--- src/rtl/core/lpbp_pkg.sv ---
`timescale 1ns / 1ps
// ----------------------------------------------------------------------------
// lpbp_pkg
// Shared types and constants for the LED PWM bit-plane packer.
// ----------------------------------------------------------------------------
package lpbp_pkg;

    localparam int CHAN_W = 8;
    localparam int ADDR_W = 7;
    localparam int WORD_W = 32;

    localparam logic [CHAN_W-1:0] PERIOD_RESET = 8'd7;

    typedef struct packed {
        logic [CHAN_W-1:0]   pixel_brightness;
        logic [3*CHAN_W-1:0] pixel_color;
    } pixel_t;

    typedef struct packed {
        logic [ADDR_W-1:0] word_address;
        logic [WORD_W-1:0] red_word;
        logic [WORD_W-1:0] green_word;
        logic [WORD_W-1:0] blue_word;
        logic              frame_done;
    } word_t;

    // controller to datapath
    typedef struct packed {
        logic load;
        logic calc_duty;
        logic pack;
    } ctrl_cmd_t;

    // datapath to controller
    typedef struct packed {
        logic emit;
        logic out_stall;
    } dp_status_t;

endpackage

--- src/rtl/core/lpbp_ctrl.sv ---
`timescale 1ns / 1ps
// ----------------------------------------------------------------------------
// lpbp_ctrl
// Sequencer: accept a pixel, compute duties, then pack the bits.
// ----------------------------------------------------------------------------
module lpbp_ctrl (
    input  logic                aclk,
    input  logic                aresetn,
    input  logic                s_valid,
    output logic                s_ready,
    input  lpbp_pkg::dp_status_t sts,
    output lpbp_pkg::ctrl_cmd_t  cmd
);

    localparam logic [1:0] ST_IDLE = 2'd0;
    localparam logic [1:0] ST_DUTY = 2'd1;
    localparam logic [1:0] ST_PACK = 2'd2;

    logic [1:0] state_reg;
    logic [1:0] state_next;

    assign s_ready       = (state_reg == ST_IDLE);
    assign cmd.load      = s_valid && s_ready;
    assign cmd.calc_duty = (state_reg == ST_DUTY);
    // hold in pack while a word is due and the output register is still full
    assign cmd.pack      = (state_reg == ST_PACK) && !(sts.emit && sts.out_stall);

    always_comb begin
        state_next = state_reg;
        case (state_reg)
            ST_IDLE: begin
                if (s_valid) begin
                    state_next = ST_DUTY;
                end
            end
            ST_DUTY: begin
                state_next = ST_PACK;
            end
            ST_PACK: begin
                if (cmd.pack) begin
                    state_next = ST_IDLE;
                end
            end
            default: begin
                state_next = ST_IDLE;
            end
        endcase
    end

    always_ff @(posedge aclk) begin
        if (!aresetn) begin
            state_reg <= ST_IDLE;
        end else begin
            state_reg <= state_next;
        end
    end

endmodule

--- src/rtl/core/lpbp_datapath.sv ---
`timescale 1ns / 1ps
// ----------------------------------------------------------------------------
// lpbp_datapath
// Level and duty multipliers, bit accumulators, position counters, output reg.
// ----------------------------------------------------------------------------
module lpbp_datapath #(
    parameter int FRAME_WIDTH  = 128,
    parameter int FRAME_HEIGHT = 32,
    parameter int PANEL_WIDTH  = 32
) (
    input  logic                              aclk,
    input  logic                              aresetn,
    input  lpbp_pkg::pixel_t                  s_data,
    input  logic                              cfg_we,
    input  logic [lpbp_pkg::CHAN_W-1:0]       cfg_wdata,
    input  lpbp_pkg::ctrl_cmd_t               cmd,
    output lpbp_pkg::dp_status_t              sts,
    output logic                              m_valid,
    input  logic                              m_ready,
    output lpbp_pkg::word_t                   m_data
);

    localparam int CW    = lpbp_pkg::CHAN_W;
    localparam int AW    = lpbp_pkg::ADDR_W;
    localparam int WW    = lpbp_pkg::WORD_W;
    localparam int COL_W = (FRAME_WIDTH > 1) ? $clog2(FRAME_WIDTH) : 1;
    localparam int ROW_W = (FRAME_HEIGHT > 1) ? $clog2(FRAME_HEIGHT) : 1;
    localparam int BIT_W = (PANEL_WIDTH > 1) ? $clog2(PANEL_WIDTH) : 1;

    logic [CW-1:0]    period_reg;
    logic [CW-1:0]    phase_reg;
    logic [COL_W-1:0] col_reg;
    logic [ROW_W-1:0] row_reg;
    logic [BIT_W-1:0] bit_reg;
    logic [AW-1:0]    base_reg;
    logic [WW-1:0]    red_acc_reg;
    logic [WW-1:0]    grn_acc_reg;
    logic [WW-1:0]    blu_acc_reg;
    logic [CW-1:0]    lvl_r_reg;
    logic [CW-1:0]    lvl_g_reg;
    logic [CW-1:0]    lvl_b_reg;
    logic [CW:0]      duty_r_reg;
    logic [CW:0]      duty_g_reg;
    logic [CW:0]      duty_b_reg;
    logic             out_valid_reg;
    lpbp_pkg::word_t  out_reg;

    logic [2*CW-1:0]  prod_r;
    logic [2*CW-1:0]  prod_g;
    logic [2*CW-1:0]  prod_b;
    logic [CW:0]      period_p1;
    logic [2*CW:0]    dprod_r;
    logic [2*CW:0]    dprod_g;
    logic [2*CW:0]    dprod_b;
    logic             row_end;
    logic             frame_end;
    logic             panel_end;
    logic [WW-1:0]    bit_mask;
    logic [WW-1:0]    red_new;
    logic [WW-1:0]    grn_new;
    logic [WW-1:0]    blu_new;
    logic [CW-1:0]    phase_inc;

    // level = brightness * channel >> 8
    assign prod_r = s_data.pixel_brightness * s_data.pixel_color[3*CW-1:2*CW];
    assign prod_g = s_data.pixel_brightness * s_data.pixel_color[2*CW-1:CW];
    assign prod_b = s_data.pixel_brightness * s_data.pixel_color[CW-1:0];

    // duty = level * (period + 1) >> 8
    assign period_p1 = (CW+1)'(period_reg) + (CW+1)'(1);
    assign dprod_r   = lvl_r_reg * period_p1;
    assign dprod_g   = lvl_g_reg * period_p1;
    assign dprod_b   = lvl_b_reg * period_p1;

    assign row_end   = (col_reg == COL_W'(FRAME_WIDTH - 1));
    assign frame_end = row_end && (row_reg == ROW_W'(FRAME_HEIGHT - 1));
    assign panel_end = (bit_reg == BIT_W'(PANEL_WIDTH - 1));

    // positions of 32 or more shift out to an empty mask
    assign bit_mask = WW'(1) << bit_reg;
    assign red_new  = red_acc_reg | (({1'b0, phase_reg} < duty_r_reg) ? bit_mask : '0);
    assign grn_new  = grn_acc_reg | (({1'b0, phase_reg} < duty_g_reg) ? bit_mask : '0);
    assign blu_new  = blu_acc_reg | (({1'b0, phase_reg} < duty_b_reg) ? bit_mask : '0);

    assign phase_inc = phase_reg + CW'(1);

    assign sts.emit      = panel_end || row_end;
    assign sts.out_stall = out_valid_reg && !m_ready;
    assign m_valid       = out_valid_reg;
    assign m_data        = out_reg;

    always_ff @(posedge aclk) begin
        if (cmd.load) begin
            lvl_r_reg <= prod_r[2*CW-1:CW];
            lvl_g_reg <= prod_g[2*CW-1:CW];
            lvl_b_reg <= prod_b[2*CW-1:CW];
        end
        if (cmd.calc_duty) begin
            duty_r_reg <= dprod_r[2*CW:CW];
            duty_g_reg <= dprod_g[2*CW:CW];
            duty_b_reg <= dprod_b[2*CW:CW];
        end
        if (cmd.pack && sts.emit) begin
            out_reg.word_address <= AW'(row_reg) + base_reg;
            out_reg.red_word     <= red_new;
            out_reg.green_word   <= grn_new;
            out_reg.blue_word    <= blu_new;
            out_reg.frame_done   <= frame_end;
        end
    end

    always_ff @(posedge aclk) begin
        if (!aresetn) begin
            period_reg    <= lpbp_pkg::PERIOD_RESET;
            phase_reg     <= '0;
            col_reg       <= '0;
            row_reg       <= '0;
            bit_reg       <= '0;
            base_reg      <= '0;
            red_acc_reg   <= '0;
            grn_acc_reg   <= '0;
            blu_acc_reg   <= '0;
            out_valid_reg <= 1'b0;
        end else begin
            if (cfg_we) begin
                period_reg <= cfg_wdata;
            end
            if (cmd.pack && sts.emit) begin
                out_valid_reg <= 1'b1;
            end else if (m_ready) begin
                out_valid_reg <= 1'b0;
            end
            if (cmd.pack) begin
                if (sts.emit) begin
                    red_acc_reg <= '0;
                    grn_acc_reg <= '0;
                    blu_acc_reg <= '0;
                end else begin
                    red_acc_reg <= red_new;
                    grn_acc_reg <= grn_new;
                    blu_acc_reg <= blu_new;
                end
                if (row_end) begin
                    col_reg  <= '0;
                    bit_reg  <= '0;
                    base_reg <= '0;
                    if (frame_end) begin
                        row_reg <= '0;
                        if (phase_inc >= period_reg) begin
                            phase_reg <= '0;
                        end else begin
                            phase_reg <= phase_inc;
                        end
                    end else begin
                        row_reg <= row_reg + ROW_W'(1);
                    end
                end else begin
                    col_reg <= col_reg + COL_W'(1);
                    if (panel_end) begin
                        bit_reg  <= '0;
                        base_reg <= base_reg + AW'(FRAME_HEIGHT);
                    end else begin
                        bit_reg <= bit_reg + BIT_W'(1);
                    end
                end
            end
        end
    end

endmodule

--- src/rtl/core/led_pwm_bitplane_packer.sv ---
`timescale 1ns / 1ps
// ----------------------------------------------------------------------------
// led_pwm_bitplane_packer
// Packs raster pixels into per-color PWM bit-plane words for an LED panel.
// ----------------------------------------------------------------------------
// path: the pixel completing a word passes the level, duty and output registers in turn
// each pixel runs level multiply, duty multiply, pack in turn; the next pixel is taken
//   only after the pack step, which waits while a due word meets a full output register
// the output register lets the next pixel enter while a word waits to go out
// reset: synchronous active-low aresetn clears counters, phase, bit words,
//   output valid and sets the period to 7
module led_pwm_bitplane_packer #(
    parameter int FRAME_WIDTH  = 128,
    parameter int FRAME_HEIGHT = 32,
    parameter int PANEL_WIDTH  = 32
) (
    input  logic                        aclk,
    input  logic                        aresetn,
    input  logic                        s_valid,
    output logic                        s_ready,
    input  lpbp_pkg::pixel_t            s_data,
    output logic                        m_valid,
    input  logic                        m_ready,
    output lpbp_pkg::word_t             m_data,
    input  logic                        cfg_we,
    input  logic [lpbp_pkg::CHAN_W-1:0] cfg_wdata
);

    lpbp_pkg::ctrl_cmd_t  cmd;
    lpbp_pkg::dp_status_t sts;

    lpbp_ctrl u_ctrl (
        .aclk    (aclk),
        .aresetn (aresetn),
        .s_valid (s_valid),
        .s_ready (s_ready),
        .sts     (sts),
        .cmd     (cmd)
    );

    lpbp_datapath #(
        .FRAME_WIDTH  (FRAME_WIDTH),
        .FRAME_HEIGHT (FRAME_HEIGHT),
        .PANEL_WIDTH  (PANEL_WIDTH)
    ) u_datapath (
        .aclk      (aclk),
        .aresetn   (aresetn),
        .s_data    (s_data),
        .cfg_we    (cfg_we),
        .cfg_wdata (cfg_wdata),
        .cmd       (cmd),
        .sts       (sts),
        .m_valid   (m_valid),
        .m_ready   (m_ready),
        .m_data    (m_data)
    );

`ifndef SYNTH
    // a due word never overwrites one still waiting
    a_no_overwrite: assert property (@(posedge aclk) disable iff (!aresetn)
        !(cmd.pack && sts.emit && sts.out_stall))
        else $error("word packed over a held output");

    // an accepted request moves straight to the duty step
    a_accept_seq: assert property (@(posedge aclk) disable iff (!aresetn)
        (s_valid && s_ready) |=> cmd.calc_duty)
        else $error("duty step did not follow accept");

    // a new word only shows up after a pack
    a_valid_src: assert property (@(posedge aclk) disable iff (!aresetn)
        $rose(m_valid) |-> $past(cmd.pack))
        else $error("output valid without pack");

    // no request is taken while a pixel is in flight
    a_ready_idle: assert property (@(posedge aclk) disable iff (!aresetn)
        s_ready |-> (!cmd.calc_duty && !cmd.pack))
        else $error("ready while busy");
`endif

endmodule

--- config.mk ---
export PLATFORM = sky130hd
export DESIGN_NAME = led_pwm_bitplane_packer
export DESIGN_NICKNAME = d
export VERILOG_FILES = /design/src/rtl/core/lpbp_pkg.sv /design/src/rtl/core/lpbp_ctrl.sv /design/src/rtl/core/lpbp_datapath.sv /design/src/rtl/core/led_pwm_bitplane_packer.sv
export SDC_FILE = /design/constraint.sdc
export NUM_CORES = 1
export LEC_CHECK = 0
export ABC_AREA = 1
export BUFFER_PORTS_ARGS = -buffer_cell sky130_fd_sc_hd__buf_2
export CORE_MARGIN = 10
export CORE_UTILIZATION = 38
export CTS_CLUSTER_SIZE = 28
export DETAILED_ROUTE_END_ITERATION = 12
export GPL_TIMING_DRIVEN = 0
export PLACE_DENSITY_LB_ADDON = 0.25
export SKIP_CTS_REPAIR_TIMING = 1
export SLEW_MARGIN = 20
export SYNTH_ARGS = -nofsm -noshare
export SYNTH_HDL_FRONTEND = slang
export SYNTH_HIERARCHICAL = 1
export SYNTH_SLANG_ARGS = --single-unit
--- constraint.sdc ---
create_clock -name aclk -period 9.11 [get_ports aclk]
set_input_delay 0.4555 -clock aclk [delete_from_list [all_inputs] [get_ports aclk]]
set_output_delay 0.4555 -clock aclk [all_outputs]
set_load 0.02 [all_outputs]
==> flow_summary.yaml, run 1 <==
place:
  gp_congestion: 0.893
  dp_hpwl_mm: 54.3
  dp_cells: 4280
  post_dp_cell_area_um2: 27500
  port_buffers: 130
detailed_routing:
  ant_nets: 0
  dr.pass1.iters: 5
  drcViolationCount: 0
  drtIter0Drc: 1154
  viasPerCell: 4.82
  totalWireLength_mm: 66.9
  wl_per_cell_um: 15.4
  num_vias: 20923
layout:
  fillerInstances: 6773
  largest_reg_flops: 104
  final_core_util_pct: 42.7
  final_common_cell: "nand2_1"
  num-nets-final: 3958
  area_delta_synth_final_pct: 11.6
  drive_gt1_share_pct: 6.69
  final_area_um2: 28700
  final_cell_mix: "nand2_1 (769), inv_1 (699), nor2_1 (261)"
  finalNonFillerCells: 4343
logic_synthesis:
  synth_top_area_cell: "edfxtp_1"
  synthXorXnorAreaFrac_pct: 1.02
  synth_compound_area_share_pct: 6.59
  synth_mux_area_share_pct: 0
  syn_avg_cell_area_um2: 7.85
  synth-async-reset-ratio_pct: 0
  synthFlopType: "edfxtp_1"
  ys.warnings.count: 6
  ys_types: 44
  synth_fp_nets: 3790
  syn_inst: 3275
  synthAdderAreaFrac_pct: 29.5
  synth_top_family_by_area: "adder cells"
  synth_area_leaders: "edfxtp_1 (18%), fa_1 (18%), ha_1 (12%), nand2_1 (11%), dfxtp_1 (10%)"
  netlist_area_um2: 25700
  synth_edf_count: 155
  ys_ff_latch: 289
  synth_top_area_share_pct: 18.1
  seq_area_frac_synth_pct: 28.5
  yosys.area_share.simple_pct: 22.0
setup_path:
  cp.required_ps: 9410
  critPathMaxFanout: 10
  worst_path_max_delay_cell: "fa_1"
  cp-start-kind: "register"
  crit_start: "u_datapath/period_reg[0]"
  r2r_cells: 22
  path_buf_inv: 7
  cp.arrival_ps: 6070
  worstReg2RegStart: "u_datapath/period_reg[0]"
  max_stage_delay_ps: 540
  cp.depth: 22
  end_kind: "register"
  path_cells: "buf_6 > inv_4 > nor3_4 > or2_2 > nand2_1 > inv_1 > nand2_1 > fa_1 > fa_1 > inv_1 > fa_1 > inv_1 > fa_1 > inv_1 > ha_1 > nand2_1 > inv_1 > nand3_1 > o21ai_0 > nand3_1 > nand3_1 > nand2_1"
  path_class: "register to register"
  path_delay_family: "adder cells"
  crit_top_cell: "inv_1"
clock_network:
  cts_tree: "built"
  clock-root-buffer: "clkbuf_16"
  cts.sinks: 289
  insertion_delay_ps: 550
  clk_path_buf_depth: 3
  cts_made_buffers: 34
  cts-htree-levels: 2
  clk_pin_slew_ps: 60
worst_hold_path:
  hold_depth: 3
  hp-class: "input port to register"
  min-delay-start: "cfg_wdata[2]"
die:
  boundaryPins: 151
  initial_core_util_pct: 38.3
  core_um2: 67200
  die_w_um: 280
  die_area_um2: 78400
  die_h_um: 280
  floorplan.rows: 95
global_route:
  antenna_found_initial: 2
  grtUsageTotal_pct: 17.0
  grt_pass1_wl_mm: 108
  grt_pass1_vias: 20648
  grt_start_max_net_pins: 79
  grt-ovfl-total: 0
sta:
  tightest_slew_ps: 990
  rsz0062_at_grt: "no"
  worst_clock_skew_ps: 20.6
  hold_slack_ps: 175
  min_period_ps: 5760
  setup_violations: 0
  fmax_mhz: 173
  slew_violations: 0
  maxSlewHeadroom_pct: 33.6
  fin_crit_sh_pct: 63.3
  final-hold-violation-count: 0
  fin_setup_tns_ps: 0
power:
  power.density_nw_per_um2: 242
  leakage_nw: 15.0
  peakVddDrop_v: 0.000170
run:
  max_cap_violations: 0
status:
  status: "finished clean"
## cell families (layout without fill, tap and decap cells)
family | count (synthesis) | count (layout)
AND/OR/NAND/NOR | 1341 | 1341
buffers and inverters | 827 | 1021
adder cells (fa/ha/maj) | 470 | 470
AO/OA/AOI/OAI | 318 | 318
flip-flops | 289 | 289
XOR/XNOR | 30 | 30
other | 0 | 1
## worst paths after layout
check	endpoint	slack (ps)
worst max-delay path	u_datapath/duty_r_reg[8]	3350
worst min-delay path	u_datapath/period_reg[2]	180
worst max register to register	u_datapath/duty_r_reg[8]	3350
worst min register to register	u_datapath/grn_acc_reg[17]	470
## layout make-up
class | instances | area [µm²] | area share [%]
clock buffer | 43 | 906 | 3.16
buffer | 120 | 503 | 1.75
multi-input combinational | 2159 | 15200 | 53.0
antenna | 1 | 2.50 | 0.00872
sequential | 289 | 7340 | 25.6
tap | 873 | 1090 | 3.81
inverter | 707 | 2660 | 9.28
clock inverter | 19 | 279 | 0.972
timing repair buffer | 132 | 698 | 2.43
## per-stage QoR
stage	worst slack [ps]	total power [mW]
3_3_place_gp	3350	5.46
6_report	3350	6.93
3_5_place_dp	3360	5.51
5_1_grt	3090	7.71
4_1_cts	3360	7.00
2_1_floorplan	4390	4.57
## cell usage after synthesis (2+ instances only)
cell and n:
a21o_1 13, a21oi_1 238, a22oi_1 2, a31oi_1 2
buf_1 16, buf_2 15, buf_4 2, buf_6 2
clkbuf_1 76, clkbuf_2 9, clkinv_1 3, dfxtp_1 134
edfxtp_1 155, fa_1 228, ha_1 242, inv_1 700
inv_2 3, nand2_1 769, nand2_2 4, nand3_1 130
nand3b_1 6, nand4_1 120, nor2_1 262, nor3_1 34
nor3_2 2, nor3b_1 2, nor4_1 4, o21a_1 2
o21ai_0 42, o21bai_1 15, or2_2 2, xnor2_1 5
xor2_1 25
## power breakdown
part	internal [mW]	leakage, nW	switching [mW]
logic	1.39	11.9	2.46
registers	1.57	2.55	0.0629
clock network	0.887	0.578	0.567
total	3.84	15.0	3.09
## worst min-delay path, delay by kind of cell
kind	cells	cell delay [ps]
buffers and inverters	1	100
AOI/OAI and AO/OA	2	120
## per-layer routing
layer | share of wire [%] | routed length [µm] | vias up | GRT usage [%]
li1 | - | - | 10576 | -
met2 | 48 | 32300 | 535 | 29.8
met5 | 0.021 | 14 | - | 0
met4 | 2.9 | 1920 | 2 | 5.27
met1 | 44 | 29200 | 9706 | 21.4
met3 | 5.2 | 3470 | 104 | 2.29
Power figures use the tool's default switching activity.
==> run 2, diff against run 1 <==
--- a/config.mk
+++ b/config.mk
@@ -5,7 +5,7 @@
 export SDC_FILE = /design/constraint.sdc
 export NUM_CORES = 1
 export LEC_CHECK = 0
-export ABC_AREA = 1
+export ABC_AREA = 0
 export BUFFER_PORTS_ARGS = -buffer_cell sky130_fd_sc_hd__buf_2
 export CORE_MARGIN = 10
 export CORE_UTILIZATION = 38
==> constraint.sdc (replaced) <==
create_clock -name aclk -period 4.9 [get_ports aclk]
set_input_delay 0.245 -clock aclk [delete_from_list [all_inputs] [get_ports aclk]]
set_output_delay 0.245 -clock aclk [all_outputs]
set_load 0.02 [all_outputs]
==> run 2 against run 1 <==
  * The flow now finishes with violations (negative setup slack)
  * Utilization is 1.8 points higher
  * Highest routed layer is now met4
  * Flip-flop and latch count unchanged
  * Synthesized area is 6.3% lower
  * Worst setup slack got worse by 3700 ps
  * Routed wire length shrank 9.4%
  * Sequential share of layout area rose by 0.73 points
  * Register-to-register slack got worse by 3700 ps
  * Largest power group unchanged
  * Global-route usage shrank 0.99 points
==> flow_summary.yaml, run 2 <==
detailed_routing:
  totalWireLength_mm: 60.6
  drtIter0Drc: 1065
  viasPerCell: 4.97
  drcViolationCount: 0
  dr.pass1.iters: 5
  ant_nets: 0
  wl_per_cell_um: 16.7
  num_vias: 18054
layout:
  drive_gt1_share_pct: 13.5
  final_cell_mix: "inv_1 (322), nor2_1 (268), and2_1 (246)"
  final_area_um2: 28000
  antenna-diode-count: 0
  num-nets-final: 3275
  finalNonFillerCells: 3631
  final_common_cell: "inv_1"
  largest_reg_flops: 104
  final_core_util_pct: 44.5
  area_delta_synth_final_pct: 16.1
logic_synthesis:
  yosys-top-cells-count: "inv_1 (330), nor2_1 (271), and2_1 (250), ha_1 (242), fa_1 (228)"
  synthFlopType: "edfxtp_1"
  synth_top_area_share_pct: 19.3
  yosysMostFrequentCell: "inv_1"
  ys_types: 69
  seq_area_frac_synth_pct: 30.5
  synth-async-reset-ratio_pct: 0
  synth_top_area_cell: "edfxtp_1"
  synth_edf_count: 155
  syn_avg_cell_area_um2: 9.49
  syn_inst: 2537
  ys.warnings.count: 6
  ys_ff_latch: 289
  synth_fp_nets: 3052
  netlist_area_um2: 24100
  synth_area_leaders: "edfxtp_1 (19%), fa_1 (19%), ha_1 (13%), dfxtp_1 (11%), and2_1 (6.5%)"
global_route:
  grt_pass1_wl_mm: 98.0
  grt_pass1_vias: 18747
  antenna_found_initial: 0
  grt-ovfl-total: 0
  grtUsageTotal_pct: 16.0
  grt_start_max_net_pins: 90
die:
  initial_core_util_pct: 38.3
  die_area_um2: 73800
  die_w_um: 272
  boundaryPins: 151
  die_h_um: 272
  core_um2: 62900
  floorplan.rows: 92
place:
  dp_hpwl_mm: 48.2
  port_buffers: 149
  dp_cells: 3534
  place_worst_setup_slack_ps: -1370
  gp_congestion: 0.887
  post_dp_cell_area_um2: 26100
setup_path:
  critPathMaxFanout: 10
  end_kind: "register"
  cp-start-kind: "register"
  cp.arrival_ps: 5540
  path_class: "register to register"
  cp.required_ps: 5220
sta:
  fmax_mhz: 192
  final-hold-violation-count: 0
  hold_slack_ps: 20.8
  fin_crit_sh_pct: 107
  rsz0062_at_grt: "yes"
  maxSlewHeadroom_pct: 47.3
  slew_violations: 0
  min_period_ps: 5220
  fin_setup_tns_ps: -2790
  tightest_slew_ps: 790
  worst_clock_skew_ps: 31.8
  layout_setup_ws_ps: -322
  setup_violations: 14
clock_network:
  cts-htree-levels: 1
  clock-root-buffer: "clkbuf_16"
  cts.sinks: 289
  cts_made_buffers: 31
  clk_path_buf_depth: 3
  cts_tree: "built"
  clk_pin_slew_ps: 60
  insertion_delay_ps: 600
run:
  max_cap_violations: 0
status:
  status: "complete, but fails checks"
  violations: "negative setup slack"
power:
  p_seq_share_pct: 28.4
  p_sw_mw: 4.18
  p_clk_share_pct: 22.2
  p_int_mw: 6.80
  leakage_nw: 13.0
  power_mw: 11.0
  power.density_nw_per_um2: 393
  peakVddDrop_v: 0.000286
  p_comb_share_pct: 49.4
  netSwitchingFraction_pct: 38.1
worst_hold_path:
  hp-class: "input port to register"
==> run 2: final cells by class <==
class / instances / area, µm²
multi-input combinational: 1818 / 15600
sequential: 289 / 7350
clock inverter: 17 / 216
fill: 6099 / 34900
buffer: 98 / 515
timing repair buffer: 192 / 1130
tap: 846 / 1060
clock buffer: 41 / 856
inverter: 330 / 1240
==> run 2: final timing paths <==
| kind | from | slack, ps | end | cells past startpoint |
|---|---|---|---|---|
| hold reg to reg | u_datapath/blu_acc_reg[28] | 460 | u_datapath/blu_acc_reg[28] | 2 |
| setup reg to reg | u_datapath/period_reg[1] | -320 | u_datapath/duty_g_reg[6] | 19 |
| setup / recovery | u_datapath/period_reg[1] | -320 | u_datapath/duty_g_reg[6] | 19 |
| hold / removal | m_ready | 20 | u_datapath/m_valid | 3 |
==> run 2: worst max-delay path, stage by stage (launching register included) <==
cell and delay (ps):
dfxtp_4 380, ha_4 180, nand3_4 150, xnor2_4 340, buf_6 190, and2_1 160
fa_1 420, fa_1 520, fa_1 490, inv_1 50, fa_1 490, inv_2 50
ha_4 220, a21o_1 160, a21o_1 200, a221o_1 390, buf_6 150, a21o_1 180
a21oi_2 140, xnor2_1 100
==> run 2: layer usage <==
layer | GRT usage, % | part of all wire [%] | wire (µm)
met5 | 0 | 0 | 0
met4 | 4.17 | 2.3 | 1370
met3 | 1.82 | 4.9 | 2940
met2 | 28.8 | 50 | 30400
met1 | 20.1 | 43 | 25900
==> run 2: cells by family (layout without fill, tap and decap cells) <==
family,count (synthesis),in the layout,share of synthesized area (%)
multiplexers,8,8,0.338
flip-flops,289,289,30.5
buffers and inverters,430,678,6.95
adder cells (fa/ha/maj),470,470,31.5
AND/OR/NAND/NOR,889,889,17.9
XOR/XNOR,62,62,2.26
AO/OA/AOI/OAI,389,389,10.6
==> run 2: power groups by stage <==
stage	Clock [mW]	Sequential [mW]	Combinational [mW]
final	2.44	3.12	5.42
after detailed placement	0	3.16	4.77
after CTS	2.50	3.11	4.83
after floorplan	0	3.03	3.64
after global routing	2.60	3.14	6.23
after global placement	0	3.16	4.58
==> run 3, diff against run 2 <==
--- a/config.mk
+++ b/config.mk
@@ -17,5 +17,4 @@
 export SLEW_MARGIN = 20
 export SYNTH_ARGS = -nofsm -noshare
 export SYNTH_HDL_FRONTEND = slang
-export SYNTH_HIERARCHICAL = 1
 export SYNTH_SLANG_ARGS = --single-unit
==> run 3 against run 2 <==
  * The flow still finishes with violations (negative setup slack)
  * Fmax about the same
  * Flip-flop and latch count unchanged
  * Routed wire length decreased by 6.4%
  * Die area decreased by 3.8%
  * Hold slack improved by 27 ps
  * Synthesized cell count decreased by 9.9%
  * Critical endpoint is now u_datapath.duty_g_reg[8]
  * Largest power group unchanged
  * Highest routed layer is now met5
==> flow_summary.yaml, run 3 <==
status:
  status: "complete, but fails checks"
  violations: "negative setup slack"
clock_network:
  cts-htree-levels: 1
  clock-root-buffer: "clkbuf_16"
  cts.sinks: 289
  clk_pin_slew_ps: 60
  insertion_delay_ps: 600
  cts_tree: "built"
  cts_made_buffers: 30
  clk_path_buf_depth: 3
logic_synthesis:
  yosysMostFrequentCell: "inv_1"
  synthXorXnorAreaFrac_pct: 2.50
  ys_ff_latch: 289
  syn_avg_cell_area_um2: 10.1
  synth_top_area_cell: "edfxtp_1"
  synth_top_area_share_pct: 20.2
  syn_inst: 2286
  synth_mux_area_share_pct: 0.304
  seq_area_frac_synth_pct: 31.8
  ys.warnings.count: 0
  synth_top_family_by_area: "adder cells"
  synth-async-reset-ratio_pct: 0
  synth_area_leaders: "edfxtp_1 (20%), fa_1 (20%), ha_1 (13%), dfxtp_1 (12%), and2_1 (6.3%)"
  yosys.area_share.simple_pct: 15.3
  synthAdderAreaFrac_pct: 32.9
  yosys-top-cells-count: "inv_1 (330), nand2_1 (250), ha_1 (242), and2_1 (234), fa_1 (228)"
  netlist_area_um2: 23100
  synth_fp_nets: 2801
  synth_edf_count: 155
  synthFlopType: "edfxtp_1"
  ys_types: 62
  synth_compound_area_share_pct: 10.6
setup_path:
  timing.rr.end: "u_datapath.duty_g_reg[8]"
  r2r_setup_slack_ps: -330
  path_delay_family: "adder cells"
  cp-start-kind: "register"
  worst_path_max_delay_cell: "fa_1"
  worstReg2RegStart: "u_datapath.period_reg[0]"
  r2r_cells: 17
  end_kind: "register"
  crit_top_cell: "fa_1"
  path_cells: "and3_4 > nand3_4 > xnor2_4 > buf_8 > buf_12 > nand2_4 > fa_1 > fa_1 > inv_2 > fa_1 > fa_1 > ha_2 > a2111o_1 > a221oi_4 > a31oi_4 > a311oi_2 > xnor2_1"
  critPathMaxFanout: 6
  cp.required_ps: 5210
  cp.arrival_ps: 5540
  path_buf_inv: 3
  max_stage_delay_ps: 530
  path_class: "register to register"
detailed_routing:
  totalWireLength_mm: 56.7
  num_vias: 16534
  dr.pass1.iters: 5
  ant_nets: 0
  wl_per_cell_um: 17.1
  drtIter0Drc: 860
  drcViolationCount: 0
  viasPerCell: 4.99
layout:
  final_core_util_pct: 44.7
  largest_reg_flops: 104
  regArea_um2: 7350
  final_common_cell: "inv_1"
  final_cell_mix: "inv_1 (322), nand2_1 (246), ha_1 (235)"
  antenna-diode-count: 0
  num-nets-final: 3022
  drive_gt1_share_pct: 13.7
  multi_input_area_um2: 14700
  area_delta_synth_final_pct: 16.5
  fillerInstances: 5661
die:
  boundaryPins: 151
  die_w_um: 266
  core_um2: 60200
  floorplan.rows: 90
  die_h_um: 266
  initial_core_util_pct: 38.3
  die_area_um2: 71000
global_route:
  grt-ovfl-total: 0
  grtUsageTotal_pct: 15.8
  antenna_found_initial: 1
  grt_pass1_vias: 17152
  grt_pass1_wl_mm: 91.7
  grt_start_max_net_pins: 59
sta:
  tightest_slew_ps: 1110
  fmax_mhz: 191
  layout_setup_ws_ps: -326
  slew_violations: 0
  setup_violations: 18
  worst_clock_skew_ps: 24.7
  final-hold-violation-count: 0
  maxSlewHeadroom_pct: 26.0
  fin_crit_sh_pct: 107
  min_period_ps: 5230
  rsz0062_at_grt: "yes"
power:
  leakage_nw: 13.0
  power_mw: 10.6
  peakVddDrop_v: 0.000300
  power.density_nw_per_um2: 394
place:
  dp_hpwl_mm: 44.4
  port_buffers: 148
  place_worst_setup_slack_ps: -1060
  gp_congestion: 0.840
worst_hold_path:
  min_to: "u_datapath.m_valid"
  min-delay-start: "m_ready"
  hp-class: "input port to register"
  hold_depth: 4
run:
  max_cap_violations: 0
run 3: changes by cell type after synthesis, sizes merged, moves of 19 or more:
| cell | before | now |
|---|---|---|
| nor2 | 271 | 75 |
| a21oi | 164 | 52 |
| o21bai | 5 | 59 |
| a21o | 28 | 58 |
| nand2 | 226 | 250 |
| nor3 | 35 | 16 |
run 3: stage by stage:
step / hold slack [ps] / setup TNS (ps) / std cells / instance area, µm²
2_1_floorplan: 374 / -42.7 / 2286 / 23200
3_3_place_gp: 428 / -247970 / 3216 / 24900
3_5_place_dp: 437 / -23170 / 3217 / 24900
4_1_cts: -136 / -19110 / 3272 / 26000
5_1_grt: 84.4 / -6640 / 3312 / 26900
6_report: 48.1 / -3290 / 3312 / 26900
run 3: cell families (layout without fill, tap and decap cells):
| family | Yosys count | in the layout |
|---|---|---|
| AO/OA/AOI/OAI | 353 | 353 |
| multiplexers | 7 | 7 |
| flip-flops | 289 | 289 |
| buffers and inverters | 405 | 649 |
| XOR/XNOR | 66 | 66 |
| adder cells (fa/ha/maj) | 470 | 470 |
| AND/OR/NAND/NOR | 696 | 696 |
run 3: worst max-delay path by stage:
stage | cells past startpoint | to | start
floorplan | 19 | u_datapath.duty_b_reg[8] | u_datapath.period_reg[4]
global placement | 12 | u_datapath.red_acc_reg[14] | u_datapath.bit_reg[3]
detailed placement | 19 | u_datapath.duty_b_reg[8] | u_datapath.period_reg[4]
CTS | 19 | u_datapath.duty_b_reg[8] | u_datapath.period_reg[4]
global route | 19 | u_datapath.duty_g_reg[8] | u_datapath.period_reg[0]
finish | 17 | u_datapath.duty_g_reg[8] | u_datapath.period_reg[0]
run 3: power breakdown:
group	internal (mW)	switching (mW)	total, mW
sequential	2.86	0.247	3.11
clock	1.43	0.999	2.43
combinational	2.27	2.78	5.06
run 3: tightest hold or removal path: cells and delay by family:
family	cells	cell delay, ps
simple gates	3	260
buf+inv	1	70
run 3: area by class of cell:
type	count	share of cell area, %
Multi-Input combinational cell	1592	54.6
Sequential cell	289	27.3
Inverter	330	4.62
Timing Repair Buffer	193	4.39
Tap cell	782	3.64
Clock buffer	36	3.07
Buffer	71	1.46
Clock inverter	19	0.930
run 3: metal layers:
| metal | vias to the layer above | share of wire (%) | track usage [%] |
|---|---|---|---|
| met4 | 2 | 1.8 | 3.41 |
| met1 | 8197 | 43 | 20.2 |
| met5 | - | 0.012 | 0 |
| met2 | 338 | 50 | 28.1 |
| met3 | 60 | 4.9 | 1.90 |
| li1 | 7937 | - | - |
